$ cat src/hw/rtl/dtdiff_pkg.sv
// Shared types, widths and constants for the Gregorian date difference block.
// Used by dtdiff_daynum, dtdiff_compare and date_difference_days.
// No dependencies.
`timescale 1ns / 1ps

package dtdiff_pkg;

	// Field widths of the input and result words.
	localparam int YEAR_W   = 14;
	localparam int MONTH_W  = 4;
	localparam int DAY_W    = 5;
	localparam int COUNT_W  = 22;

	// A day number of a 14-bit year stays below 2^23.
	localparam int DAYNUM_W = 23;

	// Width of a cumulative month count (at most 366).
	localparam int CUM_W    = 9;

	// Width of year plus a small offset, before the constant divisions.
	localparam int YSUM_W   = YEAR_W + 1;

	// Days in a common year.
	localparam logic [8:0] DAYS_PER_YEAR = 9'd365;

	// Division of a 15-bit value by 100: multiply by ceil(2^19 / 100), shift by 19.
	localparam int          RECIP100_W = 13;
	localparam logic [12:0] RECIP_100  = 13'd5243;
	localparam int          SHIFT_100  = 19;
	localparam int          PROD100_W  = YSUM_W + RECIP100_W;
	localparam int          Q100_W     = PROD100_W - SHIFT_100;

	// Division by 400 is a shift by 4 and a division by 25:
	// multiply by ceil(2^15 / 25), shift by 15.
	localparam int          SIXT_W    = YSUM_W - 4;
	localparam int          RECIP25_W = 11;
	localparam logic [10:0] RECIP_25  = 11'd1311;
	localparam int          SHIFT_25  = 15;
	localparam int          PROD25_W  = SIXT_W + RECIP25_W;
	localparam int          Q400_W    = PROD25_W - SHIFT_25;

	// Width of a quotient multiplied back for the divisibility checks.
	localparam int CHECK_W = 16;

	// Saturation value of the day count.
	localparam logic [COUNT_W-1:0] COUNT_MAX = {COUNT_W{1'b1}};

	// Days before the first of each month in a common year; month codes
	// zero and one give none, codes above twelve give the whole year.
	localparam logic [CUM_W-1:0] CUM_COMMON [16] = '{
		9'd0,   9'd0,   9'd31,  9'd59,  9'd90,  9'd120, 9'd151, 9'd181,
		9'd212, 9'd243, 9'd273, 9'd304, 9'd334, 9'd365, 9'd365, 9'd365
	};

	// Input word: two dates.
	typedef struct packed {
		logic [YEAR_W-1:0]  first_year;
		logic [MONTH_W-1:0] first_month;
		logic [DAY_W-1:0]   first_day;
		logic [YEAR_W-1:0]  second_year;
		logic [MONTH_W-1:0] second_month;
		logic [DAY_W-1:0]   second_day;
	} dtdiff_in_t;

	// Result word.
	typedef struct packed {
		logic [COUNT_W-1:0] day_count;
		logic               order_error;
	} dtdiff_out_t;

	// Load enables of the three day-number stages.
	typedef struct packed {
		logic en_s1;
		logic en_s2;
		logic en_s3;
	} dtdiff_stage_en_t;

	// Days before the given month; a leap year adds one from March on.
	function automatic logic [CUM_W-1:0] cum_days(input logic leap,
		input logic [MONTH_W-1:0] month);
		logic late;
		late = (month >= MONTH_W'(3));
		return CUM_COMMON[month] + CUM_W'(leap && late);
	endfunction

endpackage

$ cat src/hw/rtl/dtdiff_daynum.sv
// Three-stage pipeline that turns one date into a running day number.
// Depends on dtdiff_pkg for widths, reciprocal constants and the month table.
`timescale 1ns / 1ps

module dtdiff_daynum (
	input  logic                              clk,
	input  dtdiff_pkg::dtdiff_stage_en_t      en,
	input  logic [dtdiff_pkg::YEAR_W-1:0]     year,
	input  logic [dtdiff_pkg::MONTH_W-1:0]    month,
	input  logic [dtdiff_pkg::DAY_W-1:0]      day,
	output logic [dtdiff_pkg::DAYNUM_W-1:0]   day_num
);

	// Stage 1 combinational terms.
	logic [dtdiff_pkg::YSUM_W-1:0]    yp3;
	logic [dtdiff_pkg::YSUM_W-1:0]    yp99;
	logic [dtdiff_pkg::YSUM_W-1:0]    yp399;
	logic [dtdiff_pkg::PROD100_W-1:0] prod100;
	logic [dtdiff_pkg::SIXT_W-1:0]    sixteenths;
	logic [dtdiff_pkg::PROD25_W-1:0]  prod400;
	logic [dtdiff_pkg::DAYNUM_W-1:0]  y365;

	// Stage 1 registers.
	logic [dtdiff_pkg::YEAR_W-1:0]    year_s1;
	logic [dtdiff_pkg::MONTH_W-1:0]   month_s1;
	logic [dtdiff_pkg::DAY_W-1:0]     day_s1;
	logic [dtdiff_pkg::DAYNUM_W-1:0]  y365_s1;
	logic [dtdiff_pkg::YSUM_W-3:0]    c4_s1;
	logic [dtdiff_pkg::Q100_W-1:0]    c100_s1;
	logic [dtdiff_pkg::Q400_W-1:0]    c400_s1;

	// Stage 2 combinational terms.
	logic [dtdiff_pkg::CHECK_W-1:0]   back100;
	logic [dtdiff_pkg::CHECK_W-1:0]   back400;
	logic                             div100;
	logic                             div400;
	logic                             leap;
	logic [dtdiff_pkg::DAYNUM_W-1:0]  base;

	// Stage 2 registers.
	logic [dtdiff_pkg::DAYNUM_W-1:0]  base_s2;
	logic                             leap_s2;
	logic [dtdiff_pkg::MONTH_W-1:0]   month_s2;
	logic [dtdiff_pkg::DAY_W-1:0]     day_s2;

	// Stage 3 register.
	logic [dtdiff_pkg::DAYNUM_W-1:0]  day_num_s3;

	// Stage 1: year length product and the ceiling quotients by 4, 100 and 400.
	always_comb begin
		yp3        = dtdiff_pkg::YSUM_W'(year) + dtdiff_pkg::YSUM_W'(3);
		yp99       = dtdiff_pkg::YSUM_W'(year) + dtdiff_pkg::YSUM_W'(99);
		yp399      = dtdiff_pkg::YSUM_W'(year) + dtdiff_pkg::YSUM_W'(399);
		prod100    = dtdiff_pkg::PROD100_W'(yp99) *
			dtdiff_pkg::PROD100_W'(dtdiff_pkg::RECIP_100);
		sixteenths = yp399[dtdiff_pkg::YSUM_W-1:4];
		prod400    = dtdiff_pkg::PROD25_W'(sixteenths) *
			dtdiff_pkg::PROD25_W'(dtdiff_pkg::RECIP_25);
		y365       = dtdiff_pkg::DAYNUM_W'(year) *
			dtdiff_pkg::DAYNUM_W'(dtdiff_pkg::DAYS_PER_YEAR);
	end

	always_ff @(posedge clk) begin
		if (en.en_s1) begin
			year_s1  <= year;
			month_s1 <= month;
			day_s1   <= day;
			y365_s1  <= y365;
			c4_s1    <= yp3[dtdiff_pkg::YSUM_W-1:2];
			c100_s1  <= prod100[dtdiff_pkg::PROD100_W-1:dtdiff_pkg::SHIFT_100];
			c400_s1  <= prod400[dtdiff_pkg::PROD25_W-1:dtdiff_pkg::SHIFT_25];
		end
	end

	// Stage 2: a ceiling quotient times its divisor equals the year exactly
	// when the year is divisible; sum the days of all earlier years.
	always_comb begin
		back100 = dtdiff_pkg::CHECK_W'(c100_s1) * dtdiff_pkg::CHECK_W'(100);
		back400 = dtdiff_pkg::CHECK_W'(c400_s1) * dtdiff_pkg::CHECK_W'(400);
		div100  = (back100 == dtdiff_pkg::CHECK_W'(year_s1));
		div400  = (back400 == dtdiff_pkg::CHECK_W'(year_s1));
		leap    = ((year_s1[1:0] == 2'b00) && !div100) || div400;
		base    = y365_s1 + dtdiff_pkg::DAYNUM_W'(c4_s1)
			+ dtdiff_pkg::DAYNUM_W'(c400_s1) - dtdiff_pkg::DAYNUM_W'(c100_s1);
	end

	always_ff @(posedge clk) begin
		if (en.en_s2) begin
			base_s2  <= base;
			leap_s2  <= leap;
			month_s2 <= month_s1;
			day_s2   <= day_s1;
		end
	end

	// Stage 3: add the months before this one and the day of the month.
	always_ff @(posedge clk) begin
		if (en.en_s3) begin
			day_num_s3 <= base_s2
				+ dtdiff_pkg::DAYNUM_W'(dtdiff_pkg::cum_days(leap_s2, month_s2))
				+ dtdiff_pkg::DAYNUM_W'(day_s2);
		end
	end

	assign day_num = day_num_s3;

endmodule

$ cat src/hw/rtl/dtdiff_compare.sv
// Final stage: orders two day numbers, subtracts and saturates the count.
// Depends on dtdiff_pkg for the result word type and widths.
`timescale 1ns / 1ps

module dtdiff_compare (
	input  logic                            clk,
	input  logic                            en,
	input  logic [dtdiff_pkg::DAYNUM_W-1:0] first_num,
	input  logic [dtdiff_pkg::DAYNUM_W-1:0] second_num,
	output dtdiff_pkg::dtdiff_out_t         result
);

	logic [dtdiff_pkg::DAYNUM_W-1:0] diff;
	logic                            reversed;
	dtdiff_pkg::dtdiff_out_t         next_result;
	dtdiff_pkg::dtdiff_out_t         result_s4;

	// A reversed pair flags an order error with a zero count; a count past
	// the field width saturates.
	always_comb begin
		reversed = (second_num < first_num);
		diff     = second_num - first_num;
		next_result.order_error = reversed;
		if (reversed) begin
			next_result.day_count = '0;
		end else if (diff[dtdiff_pkg::DAYNUM_W-1:dtdiff_pkg::COUNT_W] != '0) begin
			next_result.day_count = dtdiff_pkg::COUNT_MAX;
		end else begin
			next_result.day_count = diff[dtdiff_pkg::COUNT_W-1:0];
		end
	end

	// Output register.
	always_ff @(posedge clk) begin
		if (en) begin
			result_s4 <= next_result;
		end
	end

	assign result = result_s4;

endmodule

$ cat src/hw/rtl/date_difference_days.sv
// Top level of the Gregorian date difference block: valid chain, stall
// control and two day-number pipelines. Depends on dtdiff_pkg,
// dtdiff_daynum and dtdiff_compare.
//
//   channel | direction | handshake                   | word
//   dates   | in        | dates_valid / dates_ready   | dtdiff_in_t (two dates)
//   result  | out       | result_valid / result_ready | dtdiff_out_t (count, order flag)
//
// One word per cycle is taken and given while result_ready holds; from
// acceptance to result_valid a word passes reciprocal multiplies, year sum,
// month add, compare and subtract, each behind its own register.
// Reset clears only the stage valid bits; data registers are not reset.
// Each stage holds its word while the stage after it is full and stalled,
// so empty stages fill and dates_ready falls only when all four are full.
`timescale 1ns / 1ps

module date_difference_days (
	input  logic                    clk,
	input  logic                    arst_n,
	input  logic                    dates_valid,
	output logic                    dates_ready,
	input  dtdiff_pkg::dtdiff_in_t  dates,
	output logic                    result_valid,
	input  logic                    result_ready,
	output dtdiff_pkg::dtdiff_out_t result
);

	logic valid_s1;
	logic valid_s2;
	logic valid_s3;
	logic valid_s4;
	logic ready_s1;
	logic ready_s2;
	logic ready_s3;
	logic ready_s4;

	dtdiff_pkg::dtdiff_stage_en_t   stage_en;
	logic [dtdiff_pkg::DAYNUM_W-1:0] first_num;
	logic [dtdiff_pkg::DAYNUM_W-1:0] second_num;

	// A stage can load when it is empty or its word moves on this cycle.
	always_comb begin
		ready_s4 = !valid_s4 || result_ready;
		ready_s3 = !valid_s3 || ready_s4;
		ready_s2 = !valid_s2 || ready_s3;
		ready_s1 = !valid_s1 || ready_s2;
		stage_en.en_s1 = ready_s1;
		stage_en.en_s2 = ready_s2;
		stage_en.en_s3 = ready_s3;
	end

	assign dates_ready  = ready_s1;
	assign result_valid = valid_s4;

	// Valid bits travel with the words.
	always_ff @(posedge clk or negedge arst_n) begin
		if (!arst_n) begin
			valid_s1 <= 1'b0;
			valid_s2 <= 1'b0;
			valid_s3 <= 1'b0;
			valid_s4 <= 1'b0;
		end else begin
			if (ready_s1) valid_s1 <= dates_valid;
			if (ready_s2) valid_s2 <= valid_s1;
			if (ready_s3) valid_s3 <= valid_s2;
			if (ready_s4) valid_s4 <= valid_s3;
		end
	end

	// Day number of the first date.
	dtdiff_daynum u_first (
		.clk     (clk),
		.en      (stage_en),
		.year    (dates.first_year),
		.month   (dates.first_month),
		.day     (dates.first_day),
		.day_num (first_num)
	);

	// Day number of the second date.
	dtdiff_daynum u_second (
		.clk     (clk),
		.en      (stage_en),
		.year    (dates.second_year),
		.month   (dates.second_month),
		.day     (dates.second_day),
		.day_num (second_num)
	);

	// Difference, order check and output register.
	dtdiff_compare u_compare (
		.clk        (clk),
		.en         (ready_s4),
		.first_num  (first_num),
		.second_num (second_num),
		.result     (result)
	);

`ifndef NO_ASSERTIONS
	// An accepted word always lands in the first stage.
	assert property (@(posedge clk) disable iff (!arst_n)
		(dates_valid && dates_ready) |=> valid_s1)
		else $error("accepted word missing from stage 1");

	// A flagged order error never carries a count.
	assert property (@(posedge clk) disable iff (!arst_n)
		(result_valid && result.order_error) |-> (result.day_count == '0))
		else $error("order error with nonzero count");

	// Input stalls only when every stage is full and the output is blocked.
	assert property (@(posedge clk) disable iff (!arst_n)
		!dates_ready |-> (valid_s1 && valid_s2 && valid_s3 && valid_s4 && !result_ready))
		else $error("input stalled with room in the pipeline");

	// A word held in stage 3 behind a blocked output stays there.
	assert property (@(posedge clk) disable iff (!arst_n)
		(valid_s3 && !ready_s4) |=> valid_s3)
		else $error("stage 3 word lost during stall");
`endif

endmodule
$ cat config.mk
export PLATFORM = sky130hd
export DESIGN_NAME = date_difference_days
export DESIGN_NICKNAME = d
export VERILOG_FILES = /design/src/hw/rtl/dtdiff_pkg.sv /design/src/hw/rtl/dtdiff_daynum.sv /design/src/hw/rtl/dtdiff_compare.sv /design/src/hw/rtl/date_difference_days.sv
export SDC_FILE = /design/constraint.sdc
export NUM_CORES = 2
export LEC_CHECK = 0
export BUFFER_PORTS_ARGS = -buffer_cell sky130_fd_sc_hd__buf_4
export CORE_ASPECT_RATIO = 2
export CORE_MARGIN = 2
export CORE_UTILIZATION = 35
export DETAILED_ROUTE_END_ITERATION = 8
export HOLD_SLACK_MARGIN = 0.02
export SKIP_LAST_GASP = 1
export SYNTH_ARGS = -nofsm -noshare
export SYNTH_HDL_FRONTEND = slang
export SYNTH_SLANG_ARGS = --single-unit
$ cat constraint.sdc
create_clock -name clk -period 8.6 [get_ports clk]
set_input_delay 1.72 -clock clk [delete_from_list [all_inputs] [get_ports clk]]
set_output_delay 1.72 -clock clk [all_outputs]
set_load 0.03 [all_outputs]
==> flow_summary.json <==
{
  "syn_to_final_growth_pct": 9.41,
  "multi_input_comb_area_um2": 24400,
  "grt_usage": 0.157,
  "synth_edf_count": 281,
  "synth_compound_area_frac": 0.0843,
  "drc": 0,
  "synthArstFlopShare": 0.0140,
  "hp-start": "u_second.day_s1[3]",
  "die-area_um2": 107000,
  "grt_max_degree": 86,
  "post_cts_resized": 0,
  "synth_adder_area_share": 0.440,
  "antenna_found_initial": 2,
  "die_w_um": 232,
  "overflow": 0,
  "synth_area_leaders": "ha_1, edfxtp_1, fa_1",
  "hold_violations": 0,
  "startpoint": "dates[10]",
  "cts_root_buf": "clkbuf_16",
  "min_path_type": "flip-flop to flip-flop",
  "final_nets": 4781,
  "via_per_inst": 4.79,
  "cp-start-kind": "primary input",
  "row_count": 167,
  "fin_worst_skew_ps": 45.7,
  "vias": 24100,
  "r2r-start": "u_first.month_s2[1]",
  "yosysWarnings": 0,
  "grt_pass1_vias": 26200,
  "dp_cells": 4976,
  "ys.flop_type": "edfxtp_1",
  "fin_crit_sh": 0.911,
  "seq_area_um2": 8540,
  "netlist_area_um2": 36300,
  "ant_nets": 0,
  "ios": 75,
  "crit_arrival_ps": 8230,
  "core_um2": 103000,
  "crit_type": "primary input to flip-flop",
  "fin_hold_ws_ps": 426,
  "final-max-slew-violation-count": 0,
  "final_cells": 5030,
  "synth-simple-area-share": 0.0627,
  "rsz0062_at_grt": "no",
  "cp_max_fo": 7,
  "drt_iter0_drc": 712,
  "start_util": 0.352,
  "yosys.area_share.xor_xnor": 0.0797,
  "htreeDepth": 1,
  "cts_tree": "done",
  "clk_latency_ps": 640,
  "yosysUniqueCellTypes": 80,
  "synth_top_area_frac": 0.254,
  "fin_setup_tns_ps": 0,
  "synth_top_area_cell": "ha_1",
  "drtPass1Iterations": 5,
  "maxCapViolCount": 0,
  "synthMuxAreaShare": 0.00434,
  "avgRoutedWirePerCell_um": 16.1,
  "fin_crit_ps": 7840,
  "chipHeight_um": 460,
  "post_cts_buffers": 0,
  "wirelength_mm": 81.1,
  "outcome": "finished, final reports clean",
  "end_kind": "flip-flop",
  "grt_first_pass_wirelength_mm": 132,
  "gp_congestion": 0.921,
  "syn_area_per_cell_um2": 10.3,
  "crit_slowest_cell": "fa_1",
  "fmax_ghz": 0.128,
  "synth-seq-area-share": 0.235,
  "synth-seq-cells": 285,
  "slew_headroom": 0.275,
  "drive_gt1_frac": 0.0522,
  "synth_top_family_by_area": "adder cells",
  "cts-buffers-inserted": 29,
  "tightest_slew_ps": 1080,
  "port-buffer-count": 74,
  "clockBufferDepth": 3,
  "fillers": 10300,
  "path_clk_slew_ps": 70,
  "netlist_instances": 3540,
  "dpl.hpwl_mm": 70.5,
  "max_stage_delay_ps": 540,
  "crit_required_ps": 8990,
  "setup_viol_count_final": 0,
  "postCtsHoldBufs": 0,
  "cts_sinks": 285,
  "synth_nets": 4666
}
-- worst max-delay path, delay by kind of cell --
family	cells	cell delay (ps)
buf+inv	5	460
fa+ha+maj	7	2810
compound gates	7	1900
xor+xnor	2	240
simple gates	5	1090
-- worst paths after layout --
kind / to / cells after the start / slack [ps]
min: u_second.day_s2[3] / 0 / 430
max reg2reg: u_first.day_num[13] / 21 / 3730
max: u_second.c100_s1[7] / 26 / 760
min in group asynchronous: valid_s3 / 1 / 860
min reg2reg: u_second.day_s2[3] / 0 / 430
max in group asynchronous: valid_s2 / 1 / 7590
-- per-layer routing --
layer	vias to the layer above	wire, µm	share of wire	global-route usage
met1	11800	27200	0.34	0.144
li1	11800	-	-	-
met4	2	5060	0.062	0.0886
met2	302	47500	0.59	0.330
met3	197	1360	0.017	0.00917
met5	-	8	0.000099	0
-- layout make-up --
cell class	count	area share
Multi-Input combinational cell	2351	0.614
Sequential cell	285	0.215
Inverter	875	0.0826
Tap cell	1352	0.0425
Timing Repair Buffer	113	0.0217
Clock buffer	31	0.0184
Clock inverter	22	0.00592
Antenna cell	1	0.0000629
-- per-stage QoR --
stage / util / worst slack [ps] / cell area (µm²)
final: 0.385 / 762 / 39800
after detailed placement: 0.376 / 155 / 38800
after CTS: 0.385 / 792 / 39800
after floorplan: - / 382 / 36300
after global routing: 0.385 / 300 / 39800
after global placement: 0.376 / 189 / 38800
-- sequential cells by signal, summed over array words and instances, names as in the netlist, 9 cells and up --
name and count:
u_first.c100_s1 9, u_first.y365_s1 23, u_first.year_s1 12, u_first.c4_s1 13, u_second.day_num 23, u_second.year_s1 12
u_second.y365_s1 23, u_second.c100_s1 9, u_compare.result 23, u_second.c4_s1 13, u_first.day_num 23, u_first.base_s2 23
u_second.base_s2 23
-- cells by family after synthesis --
family / count (synthesis)
adders and majority gates: 1077
muxes: 12
xor gates and xnor gates: 329
AOI/OAI and AO/OA: 464
DFF: 285
and+or+nand+nor: 469
buffers and inverters: 904
-- synth_stat cells (19+ instances only) --
library cell and instances:
a21o_1 78, nor2_1 137, xnor2_1 238, and2_1 20, nand2_1 99, fa_1 337
clkbuf_1 22, o21a_1 20, ha_1 739, o21ai_1 38, nand2b_1 19, inv_1 871
xor2_1 89, nor3_1 33, edfxtp_1 281, and3_1 26, nand3_1 44, nand4_1 20
a21oi_1 125, nor2b_1 25, o21bai_1 23, o21ai_0 57
-- cells in the final DEF, fill, tap and decap left out, types with 23 or more instances in the layout --
| cell type | n |
|---|---|
| nor3_1 | 33 |
| xnor2_1 | 238 |
| o21bai_1 | 23 |
| o21ai_1 | 38 |
| nand3_1 | 43 |
| nor2b_1 | 25 |
| inv_1 | 871 |
| xor2_1 | 89 |
| a21o_1 | 78 |
| edfxtp_1 | 281 |
| clkbuf_16 | 29 |
| ha_1 | 739 |
| nor2_1 | 137 |
| fa_1 | 337 |
| o21ai_0 | 57 |
| buf_4 | 112 |
| nand2_1 | 98 |
| a21oi_1 | 125 |
| and3_1 | 26 |
Power is not shown: default switching activity piles up to over one toggle a cycle in this logic, so the estimate is an artifact.
